===== src/rtl/core/rfd_pkg.sv =====
`timescale 1ns / 1ps
`default_nettype none

package rfd_pkg;

  // Frame framing constants.
  localparam logic [7:0] PfxByte = 8'hAA;
  localparam logic [7:0] OpcA    = 8'h01;
  localparam logic [7:0] OpcB    = 8'h08;

  // Reset value of the receive window length, in ticks.
  localparam logic [15:0] WindowReset = 16'd50;

  // Input item kinds.
  localparam logic ReqByte = 1'b0;
  localparam logic ReqTick = 1'b1;

  // Result kinds.
  localparam logic KindBody = 1'b0;
  localparam logic KindEnd  = 1'b1;

  // Frame end status codes.
  localparam logic [1:0] StatGood     = 2'd0;
  localparam logic [1:0] StatSumErr   = 2'd1;
  localparam logic [1:0] StatTruncate = 2'd2;

  // Parser phases.
  localparam logic [2:0] PhPfx1 = 3'd0;
  localparam logic [2:0] PhPfx2 = 3'd1;
  localparam logic [2:0] PhOpc  = 3'd2;
  localparam logic [2:0] PhLen  = 3'd3;
  localparam logic [2:0] PhBody = 3'd4;
  localparam logic [2:0] PhDev  = 3'd5;
  localparam logic [2:0] PhSum  = 3'd6;
  localparam logic [2:0] PhDrop = 3'd7;

  // One result transaction as it leaves the parser.
  typedef struct packed {
    logic       valid;
    logic       kind;
    logic [7:0] data;
    logic [7:0] opcode;
    logic [1:0] status;
  } rfd_result_t;

endpackage

`default_nettype wire


===== src/rtl/core/rfd_parser.sv =====
`timescale 1ns / 1ps
`default_nettype none

module rfd_parser (
  input  wire                  clk_i,
  input  wire                  rst_ni,
  input  wire  [15:0]          window_ticks_i,
  input  wire                  req_type_i,
  input  wire  [7:0]           rx_byte_i,
  input  wire                  commit_i,
  output rfd_pkg::rfd_result_t res_o
);

  logic [2:0]  phase_q, phase_d;
  logic        win_open_q, win_open_d;
  logic [15:0] cnt_q, cnt_d;
  logic [7:0]  left_q, left_d;
  logic [7:0]  sum_q, sum_d;
  logic [7:0]  opc_q, opc_d;

  logic [15:0] cnt_inc;
  logic [2:0]  phase_eff;
  logic [7:0]  sum_add;
  logic [7:0]  left_dec;

  assign cnt_inc  = cnt_q + 16'd1;
  assign sum_add  = sum_q + rx_byte_i;
  assign left_dec = left_q - 8'd1;

  // Next state and result for the item held in the input register.
  always_comb begin
    phase_d    = phase_q;
    win_open_d = win_open_q;
    cnt_d      = cnt_q;
    left_d     = left_q;
    sum_d      = sum_q;
    opc_d      = opc_q;
    phase_eff  = win_open_q ? phase_q : rfd_pkg::PhPfx1;

    res_o        = '0;
    res_o.opcode = opc_q;

    if (req_type_i == rfd_pkg::ReqTick) begin
      // Ticks only count while a window is open.
      if (win_open_q) begin
        if (cnt_inc < window_ticks_i) begin
          cnt_d = cnt_inc;
        end else begin
          win_open_d = 1'b0;
          cnt_d      = '0;
          phase_d    = rfd_pkg::PhPfx1;
          left_d     = '0;
          sum_d      = '0;
          if (phase_q >= rfd_pkg::PhLen && phase_q <= rfd_pkg::PhSum) begin
            res_o.valid  = 1'b1;
            res_o.kind   = rfd_pkg::KindEnd;
            res_o.status = rfd_pkg::StatTruncate;
          end
        end
      end
    end else begin
      // A byte opens the window if needed, then goes through the parser.
      win_open_d = 1'b1;
      if (!win_open_q) begin
        cnt_d = '0;
      end
      unique case (phase_eff)
        rfd_pkg::PhPfx1: begin
          phase_d = (rx_byte_i == rfd_pkg::PfxByte) ? rfd_pkg::PhPfx2 : rfd_pkg::PhDrop;
        end
        rfd_pkg::PhPfx2: begin
          phase_d = (rx_byte_i == rfd_pkg::PfxByte) ? rfd_pkg::PhOpc : rfd_pkg::PhDrop;
        end
        rfd_pkg::PhOpc: begin
          if (rx_byte_i == rfd_pkg::OpcA || rx_byte_i == rfd_pkg::OpcB) begin
            opc_d   = rx_byte_i;
            sum_d   = rx_byte_i;
            phase_d = rfd_pkg::PhLen;
          end else begin
            phase_d = rfd_pkg::PhDrop;
          end
        end
        rfd_pkg::PhLen: begin
          if (rx_byte_i < 8'd2) begin
            phase_d = rfd_pkg::PhDrop;
          end else begin
            sum_d   = sum_add;
            left_d  = rx_byte_i - 8'd2;
            phase_d = (rx_byte_i == 8'd2) ? rfd_pkg::PhDev : rfd_pkg::PhBody;
          end
        end
        rfd_pkg::PhBody: begin
          sum_d  = sum_add;
          left_d = left_dec;
          if (left_dec == 8'd0) begin
            phase_d = rfd_pkg::PhDev;
          end
          res_o.valid = 1'b1;
          res_o.kind  = rfd_pkg::KindBody;
          res_o.data  = rx_byte_i;
        end
        rfd_pkg::PhDev: begin
          sum_d   = sum_add;
          phase_d = rfd_pkg::PhSum;
        end
        rfd_pkg::PhSum: begin
          res_o.valid = 1'b1;
          res_o.kind  = rfd_pkg::KindEnd;
          if (rx_byte_i == sum_q) begin
            phase_d      = rfd_pkg::PhPfx1;
            sum_d        = '0;
            res_o.status = rfd_pkg::StatGood;
          end else begin
            phase_d      = rfd_pkg::PhDrop;
            res_o.status = rfd_pkg::StatSumErr;
          end
        end
        default: begin
          phase_d = phase_eff;
        end
      endcase
    end
  end

  // State registers advance only when the item is committed.
  always_ff @(posedge clk_i or negedge rst_ni) begin
    if (!rst_ni) begin
      phase_q    <= rfd_pkg::PhPfx1;
      win_open_q <= 1'b0;
      cnt_q      <= '0;
      left_q     <= '0;
      sum_q      <= '0;
      opc_q      <= '0;
    end else if (commit_i) begin
      phase_q    <= phase_d;
      win_open_q <= win_open_d;
      cnt_q      <= cnt_d;
      left_q     <= left_d;
      sum_q      <= sum_d;
      opc_q      <= opc_d;
    end
  end

  // A closed window always leaves the parser at the prefix with a clear count.
  a_closed_clean: assert property (@(posedge clk_i) disable iff (!rst_ni)
    !win_open_q |-> (phase_q == rfd_pkg::PhPfx1 && cnt_q == 16'd0 && sum_q == 8'd0))
    else $error("closed window holds stale parser state");

  // Body results come only from the body phase.
  a_body_phase: assert property (@(posedge clk_i) disable iff (!rst_ni)
    (res_o.valid && res_o.kind == rfd_pkg::KindBody) |-> phase_q == rfd_pkg::PhBody)
    else $error("body result outside body phase");

  // A tick that reports truncation also closes the window.
  a_trunc_closes: assert property (@(posedge clk_i) disable iff (!rst_ni)
    (commit_i && req_type_i == rfd_pkg::ReqTick && res_o.valid) |=> !win_open_q)
    else $error("truncation did not close the window");

endmodule

`default_nettype wire


===== src/rtl/core/rfd_out_reg.sv =====
`timescale 1ns / 1ps
`default_nettype none

module rfd_out_reg (
  input  wire                  clk_i,
  input  wire                  rst_ni,
  input  wire                  load_i,
  input  wire rfd_pkg::rfd_result_t res_i,
  output logic                 busy_o,
  output logic                 out_valid_o,
  input  wire                  out_stall_i,
  output logic                 out_kind_o,
  output logic [7:0]           out_byte_o,
  output logic [7:0]           out_opcode_o,
  output logic [1:0]           end_status_o
);

  logic       vld_q, vld_d;
  logic       kind_q;
  logic [7:0] byte_q;
  logic [7:0] opc_q;
  logic [1:0] stat_q;

  // The register is busy while it holds a transaction that is not taken.
  assign busy_o = vld_q && out_stall_i;
  assign vld_d  = load_i ? 1'b1 : busy_o;

  always_ff @(posedge clk_i or negedge rst_ni) begin
    if (!rst_ni) begin
      vld_q <= 1'b0;
    end else begin
      vld_q <= vld_d;
    end
  end

  // Payload is captured only on load.
  always_ff @(posedge clk_i) begin
    if (load_i) begin
      kind_q <= res_i.kind;
      byte_q <= res_i.data;
      opc_q  <= res_i.opcode;
      stat_q <= res_i.status;
    end
  end

  assign out_valid_o  = vld_q;
  assign out_kind_o   = kind_q;
  assign out_byte_o   = byte_q;
  assign out_opcode_o = opc_q;
  assign end_status_o = stat_q;

endmodule

`default_nettype wire


===== src/rtl/core/rx_frame_deframer_sum_check_core.sv =====
// Channel | Direction | Handshake            | Payload
// --------+-----------+----------------------+-------------------------------------------
// in      | input     | in_valid_i/in_stall_o | req_type_i, rx_byte_i
// out     | output    | out_valid_o/out_stall_i | out_kind_o, out_byte_o, out_opcode_o,
//         |           |                      | end_status_o
// cfg     | input     | cfg_we_i             | cfg_wdata_i (window_ticks)
//
// One transaction is accepted per cycle while in_stall_o is low; a result is presented
// on the output in the cycle after the edge that commits its item.
// The rate is set by the combinational parser update between input and result registers.
// An item stalls in the input register only when it produces a result and the
// result register still holds one that is stalled downstream.
// Reset is asynchronous and active low; window_ticks resets to 50.
`timescale 1ns / 1ps
`default_nettype none

module rx_frame_deframer_sum_check_core (
  input  wire        clk_i,
  input  wire        rst_ni,
  input  wire        cfg_we_i,
  input  wire [15:0] cfg_wdata_i,
  input  wire        in_valid_i,
  output logic       in_stall_o,
  input  wire        req_type_i,
  input  wire [7:0]  rx_byte_i,
  output logic       out_valid_o,
  input  wire        out_stall_i,
  output logic       out_kind_o,
  output logic [7:0] out_byte_o,
  output logic [7:0] out_opcode_o,
  output logic [1:0] end_status_o
);

  logic [15:0] win_ticks_q;
  logic        in_vld_q, in_vld_d;
  logic        type_q;
  logic [7:0]  byte_q;
  logic        in_accept;
  logic        advance;
  logic        out_busy;
  rfd_pkg::rfd_result_t res;

  // Window length register.
  always_ff @(posedge clk_i or negedge rst_ni) begin
    if (!rst_ni) begin
      win_ticks_q <= rfd_pkg::WindowReset;
    end else if (cfg_we_i) begin
      win_ticks_q <= cfg_wdata_i;
    end
  end

  // The held item advances unless its result would overrun a stalled output.
  assign advance    = in_vld_q && !(res.valid && out_busy);
  assign in_stall_o = in_vld_q && !advance;
  assign in_accept  = in_valid_i && !in_stall_o;
  assign in_vld_d   = in_accept ? 1'b1 : (in_vld_q && !advance);

  // Input register.
  always_ff @(posedge clk_i or negedge rst_ni) begin
    if (!rst_ni) begin
      in_vld_q <= 1'b0;
    end else begin
      in_vld_q <= in_vld_d;
    end
  end

  always_ff @(posedge clk_i) begin
    if (in_accept) begin
      type_q <= req_type_i;
      byte_q <= rx_byte_i;
    end
  end

  rfd_parser u_parser (
    .clk_i          (clk_i),
    .rst_ni         (rst_ni),
    .window_ticks_i (win_ticks_q),
    .req_type_i     (type_q),
    .rx_byte_i      (byte_q),
    .commit_i       (advance),
    .res_o          (res)
  );

  rfd_out_reg u_out (
    .clk_i        (clk_i),
    .rst_ni       (rst_ni),
    .load_i       (advance && res.valid),
    .res_i        (res),
    .busy_o       (out_busy),
    .out_valid_o  (out_valid_o),
    .out_stall_i  (out_stall_i),
    .out_kind_o   (out_kind_o),
    .out_byte_o   (out_byte_o),
    .out_opcode_o (out_opcode_o),
    .end_status_o (end_status_o)
  );

  // A stall upstream means an item is held that cannot move on.
  a_stall_held: assert property (@(posedge clk_i) disable iff (!rst_ni)
    in_stall_o |-> (in_vld_q && res.valid && out_valid_o && out_stall_i))
    else $error("input stalled without a blocked result");

  // A held item that is stalled is still held in the next cycle.
  a_stall_keeps: assert property (@(posedge clk_i) disable iff (!rst_ni)
    in_stall_o |=> in_vld_q)
    else $error("stalled item was lost");

  // A committed result always lands in the output register.
  a_result_lands: assert property (@(posedge clk_i) disable iff (!rst_ni)
    (advance && res.valid) |=> out_valid_o)
    else $error("committed result not presented");

endmodule

`default_nettype wire

===== config.mk =====
export PLATFORM = sky130hd
export DESIGN_NAME = rx_frame_deframer_sum_check_core
export DESIGN_NICKNAME = d
export VERILOG_FILES = /design/src/rtl/core/rfd_pkg.sv /design/src/rtl/core/rfd_parser.sv /design/src/rtl/core/rfd_out_reg.sv /design/src/rtl/core/rx_frame_deframer_sum_check_core.sv
export SDC_FILE = /design/constraint.sdc
export NUM_CORES = 1
export LEC_CHECK = 0
export BUFFER_PORTS_ARGS = -buffer_cell sky130_fd_sc_hd__clkbuf_2
export CAP_MARGIN = 20
export CORE_UTILIZATION = 55
export CTS_CLUSTER_DIAMETER = 40
export DETAILED_ROUTE_END_ITERATION = 6
export GPL_ROUTABILITY_DRIVEN = 0
export HOLD_SLACK_MARGIN = 0.08
export MAX_ROUTING_LAYER = met4
export PLACE_DENSITY = 0.8
export SETUP_SLACK_MARGIN = 0.3
export SLEW_MARGIN = 20
export SYNTH_ARGS = -nofsm -noshare
export SYNTH_HDL_FRONTEND = slang
export SYNTH_HIERARCHICAL = 1
export SYNTH_SLANG_ARGS = --single-unit

===== constraint.sdc =====
create_clock -name clk_i -period 5.87 [get_ports clk_i]
set_clock_uncertainty 0.2 [all_clocks]
set_input_delay 0.587 -clock clk_i [delete_from_list [all_inputs] [get_ports clk_i]]
set_output_delay 0.587 -clock clk_i [all_outputs]
set_load 0.01 [all_outputs]

==> reports/qor.yml <==
sta:
  min_period_over_period: 0.856
  fmax_mhz: 199
  setup_viol: 0
  fin_tns_setup_ps: 0
  worstMarginPinSlew_ps: 780
  layout_min_cycle_time_ps: 5020
  final_hold_viol_count: 0
  slew_violations: 0
  slew_headroom: 0.477
  rsz0062_at_grt: "no"
finish:
  drive_above_1_share: 0.185
  design_area_um2: 5610
  finish.utilization: 0.631
  areaGrowthSynthToFinish_pct: 9.23
  diodes: 0
  fin_nets: 584
worst_setup_path:
  cp_top_family: "compound AO/OA/AOI/OAI gates"
  rr_startpoint: "u_parser/cnt_q[0]"
  cp.required_ps: 5910
  crit_slowest_cell: "a2111o_1"
  worstRegToRegCells: 20
  start_kind: "flip-flop"
  path_buf_inv: 2
  cp-end-kind: "flip-flop"
  cp-startpoint: "u_parser/cnt_q[0]"
  crit_chain: "ha_1 > inv_1 > nor2_1 > and2_1 > and3_1 > xor2_1 > ha_1 > and4_1 > nand4_1 > o311a_1 > and2_1 > a21oi_1 > o21a_1 > a21boi_1 > inv_1 > nor2_1 > nand2_1 > a2111o_1 > o31a_4 > a22o_1"
  reg2reg_to: "u_parser/sum_q[7]"
  cp_max_fo: 9
  max_stage_delay_ps: 500
  path_class: "reg -> reg"
  r2r_slack_ps: 850
  crit_arrival_ps: 5070
synthesis:
  synth_top_area_frac: 0.287
  synthFlopType: "dfrtp_1"
  ys_warn_count: 6
  synthCells: 485
  synth_cell_types: 61
  synth-edff-count: 28
  syn_nets: 543
  syn_area_um2: 5140
  yosysTopAreaCell: "dfrtp_1"
  ys_ff_latch: 90
  synthTopCellsByArea: "dfrtp_1 (29%), edfxtp_1 (16%), ha_1 (6.6%)"
  post_synth.cell_area_avg_um2: 10.6
  async_reset_ff_frac: 0.689
  yosysSeqAreaShare: 0.467
route:
  dr.pass1.iters: 5
  drt_wl_total_mm: 10.4
  drt_iter0_drc: 309
  ant_nets: 0
  drc_errors: 0
  vias_per_cell: 6.10
  via_count: 3896
  routedWlPerCell_um: 16.3
cts:
  cts.reportedPaths.clkPinSlew_ps: 90
  clk-insertion-delay-late_ps: 350
  cts.sinks: 90
  numCtsBuffers: 9
  cts_tree: "done"
  cts_hold_buf: 0
  cts-root-buf: "clkbuf_8"
  htree_levels: 3
  ctsLongestPathBuffers: 2
floorplan:
  ios: 51
  core_area_um2: 8890
  placementRows: 34
  start_util: 0.578
  die_w_um: 98.6
  die_h_um: 98.6
  die-area_um2: 9730
pwr:
  peakVddDrop_mv: 0.218
  p_sw_uw: 705
  p_comb_frac: 0.346
  cellInternalPower_uw: 1230
  powerDensity_nw_per_um2: 344
  p_leak_uw: 0.00267
  p_clk_frac: 0.204
  sw_frac_of_total: 0.365
  seqPwrFrac: 0.450
flow_run:
  drv_cap: 0
grt:
  grt_pass1_wl_mm: 17.6
  grt_max_degree: 63
  grt_pass1_vias: 3741
  antenna_found_initial: 0
  grt.total_usage: 0.234
  gr-total-overflow: 0
placed_design:
  placed_cell_area_um2: 5430
  hpwlAfterDp_mm: 7.58
  io_buffers: 50
status:
  status: "finished clean"
hold_path:
  hp-class: "in -> async"
-- metrics by stage --
stage	cells	power (uW)	setup WS, ps	hold slack [ps]
floorplan	485	1370	1280	91.4
global placement	623	1510	1060	228
detailed placement	623	1530	795	235
CTS	639	1930	762	199
global route	639	2040	398	187
finish	639	1930	846	194
-- final cells by class --
| cell class | count | area, um^2 |
|---|---|---|
| fillers | 715 | 3280 |
| multi-input cells | 338 | 2490 |
| flip-flops and latches | 90 | 2400 |
| clock buffers | 12 | 156 |
| well taps | 108 | 135 |
| clock inverters | 4 | 25.0 |
| inverters | 32 | 120 |
| repair buffers | 55 | 288 |
-- state kept, by name, indices dropped and copies added (netlist names), 2 cells and up --
signal	flops
u_parser/cnt_q	16
win_ticks_q	16
byte_q	8
u_out/out_byte_o	8
u_out/out_opcode_o	8
u_parser/left_q	8
u_parser/opc_q	8
u_parser/sum_q	8
u_parser/phase_q	3
u_out/end_status_o	2
-- power by group through the flow --
stage               Clock [uW]  Combinational, uW  Sequential (uW)
finish                     394                668              871
global route               427                736              882
CTS                        402                659              865
detailed placement           0                659              873
global placement             0                635              870
floorplan                    0                544              826
-- metal layers --
metal  vias up  GRT usage  wire length (um)
met5         -          -                 0
met2       168      0.365              4930
met4         0     0.0608               133
met3        18     0.0447               617
met1      1859      0.315              4760
li1       1851          -                 -
-- worst register-to-register path: stages, from the launching register on --
cell and delay [ps]:
dfrtp_1 460, ha_1 270, inv_1 100, nor2_1 240
and2_1 270, and3_1 240, xor2_1 160, ha_1 260
and4_1 230, nand4_1 80, o311a_1 210, and2_1 340
a21oi_1 70, o21a_1 210, a21boi_1 280, inv_1 140
nor2_1 160, nand2_1 70, a2111o_1 500, o31a_4 200
a22o_1 230
-- kinds of logic (layout without fill, tap and decap cells) --
| kind of cell | Yosys count | count (layout) | synth area share |
|---|---|---|---|
| simple gates | 136 | 136 | 0.145 |
| compound gates | 123 | 123 | 0.164 |
| flops | 90 | 90 | 0.467 |
| buf+inv | 57 | 103 | 0.0497 |
| xor+xnor | 29 | 29 | 0.0495 |
| fa+ha+maj | 28 | 28 | 0.0697 |
| mux | 22 | 22 | 0.0553 |
-- layout by cell type (no fill, tap or decap), types with 9 or more instances in the layout --
cell type / instances
ha_1: 27
mux2_2: 11
clkbuf_8: 9
dfrtp_1: 59
mux2_4: 10
xnor2_1: 16
nor2_1: 22
a21o_1: 12
nand3_1: 9
xor2_1: 13
a21oi_1: 23
inv_1: 32
nand2_1: 30
o2bb2ai_1: 11
edfxtp_1: 28
o21ai_0: 33
and3_1: 13
clkbuf_2: 50
-- Yosys cell counts (2+ instances only) --
master,n
a2111oi_0,2
a211oi_1,2
a21o_1,12
a21oi_1,23
a22o_1,6
a22oi_1,8
a31oi_1,3
and2_1,6
and3_1,13
and4_1,6
buf_2,2
buf_6,3
clkbuf_1,18
dfrtp_1,59
dfstp_2,3
edfxtp_1,28
ha_1,27
inv_1,32
mux2_2,11
mux2_4,10
nand2_1,30
nand2b_1,6
nand3_1,9
nand4_1,3
nand4b_1,2
nor2_1,22
nor2b_1,7
nor3_1,8
nor3b_1,8
nor4_1,8
o211ai_1,3
o21a_1,5
o21ai_0,33
o22ai_1,2
o2bb2ai_1,11
or3_1,2
xnor2_1,16
xor2_1,13
-- timing repair --
item,in CTS,in global routing
buffers inserted,0,0
resized for setup,0,1
endpoints found under the setup margin,0,1
-- worst max path at each step --
stage | endpoint | slack (ps) | cells after the start
2_1_floorplan | u_parser/sum_q[7] | 1280 | 23
3_5_place_dp | u_parser/sum_q[7] | 800 | 20
6_report | u_parser/sum_q[7] | 850 | 20
5_1_grt | u_parser/sum_q[7] | 400 | 20
4_1_cts | u_parser/sum_q[7] | 760 | 20
3_3_place_gp | u_parser/sum_q[7] | 1060 | 20
(Power assumes the default switching activity.)
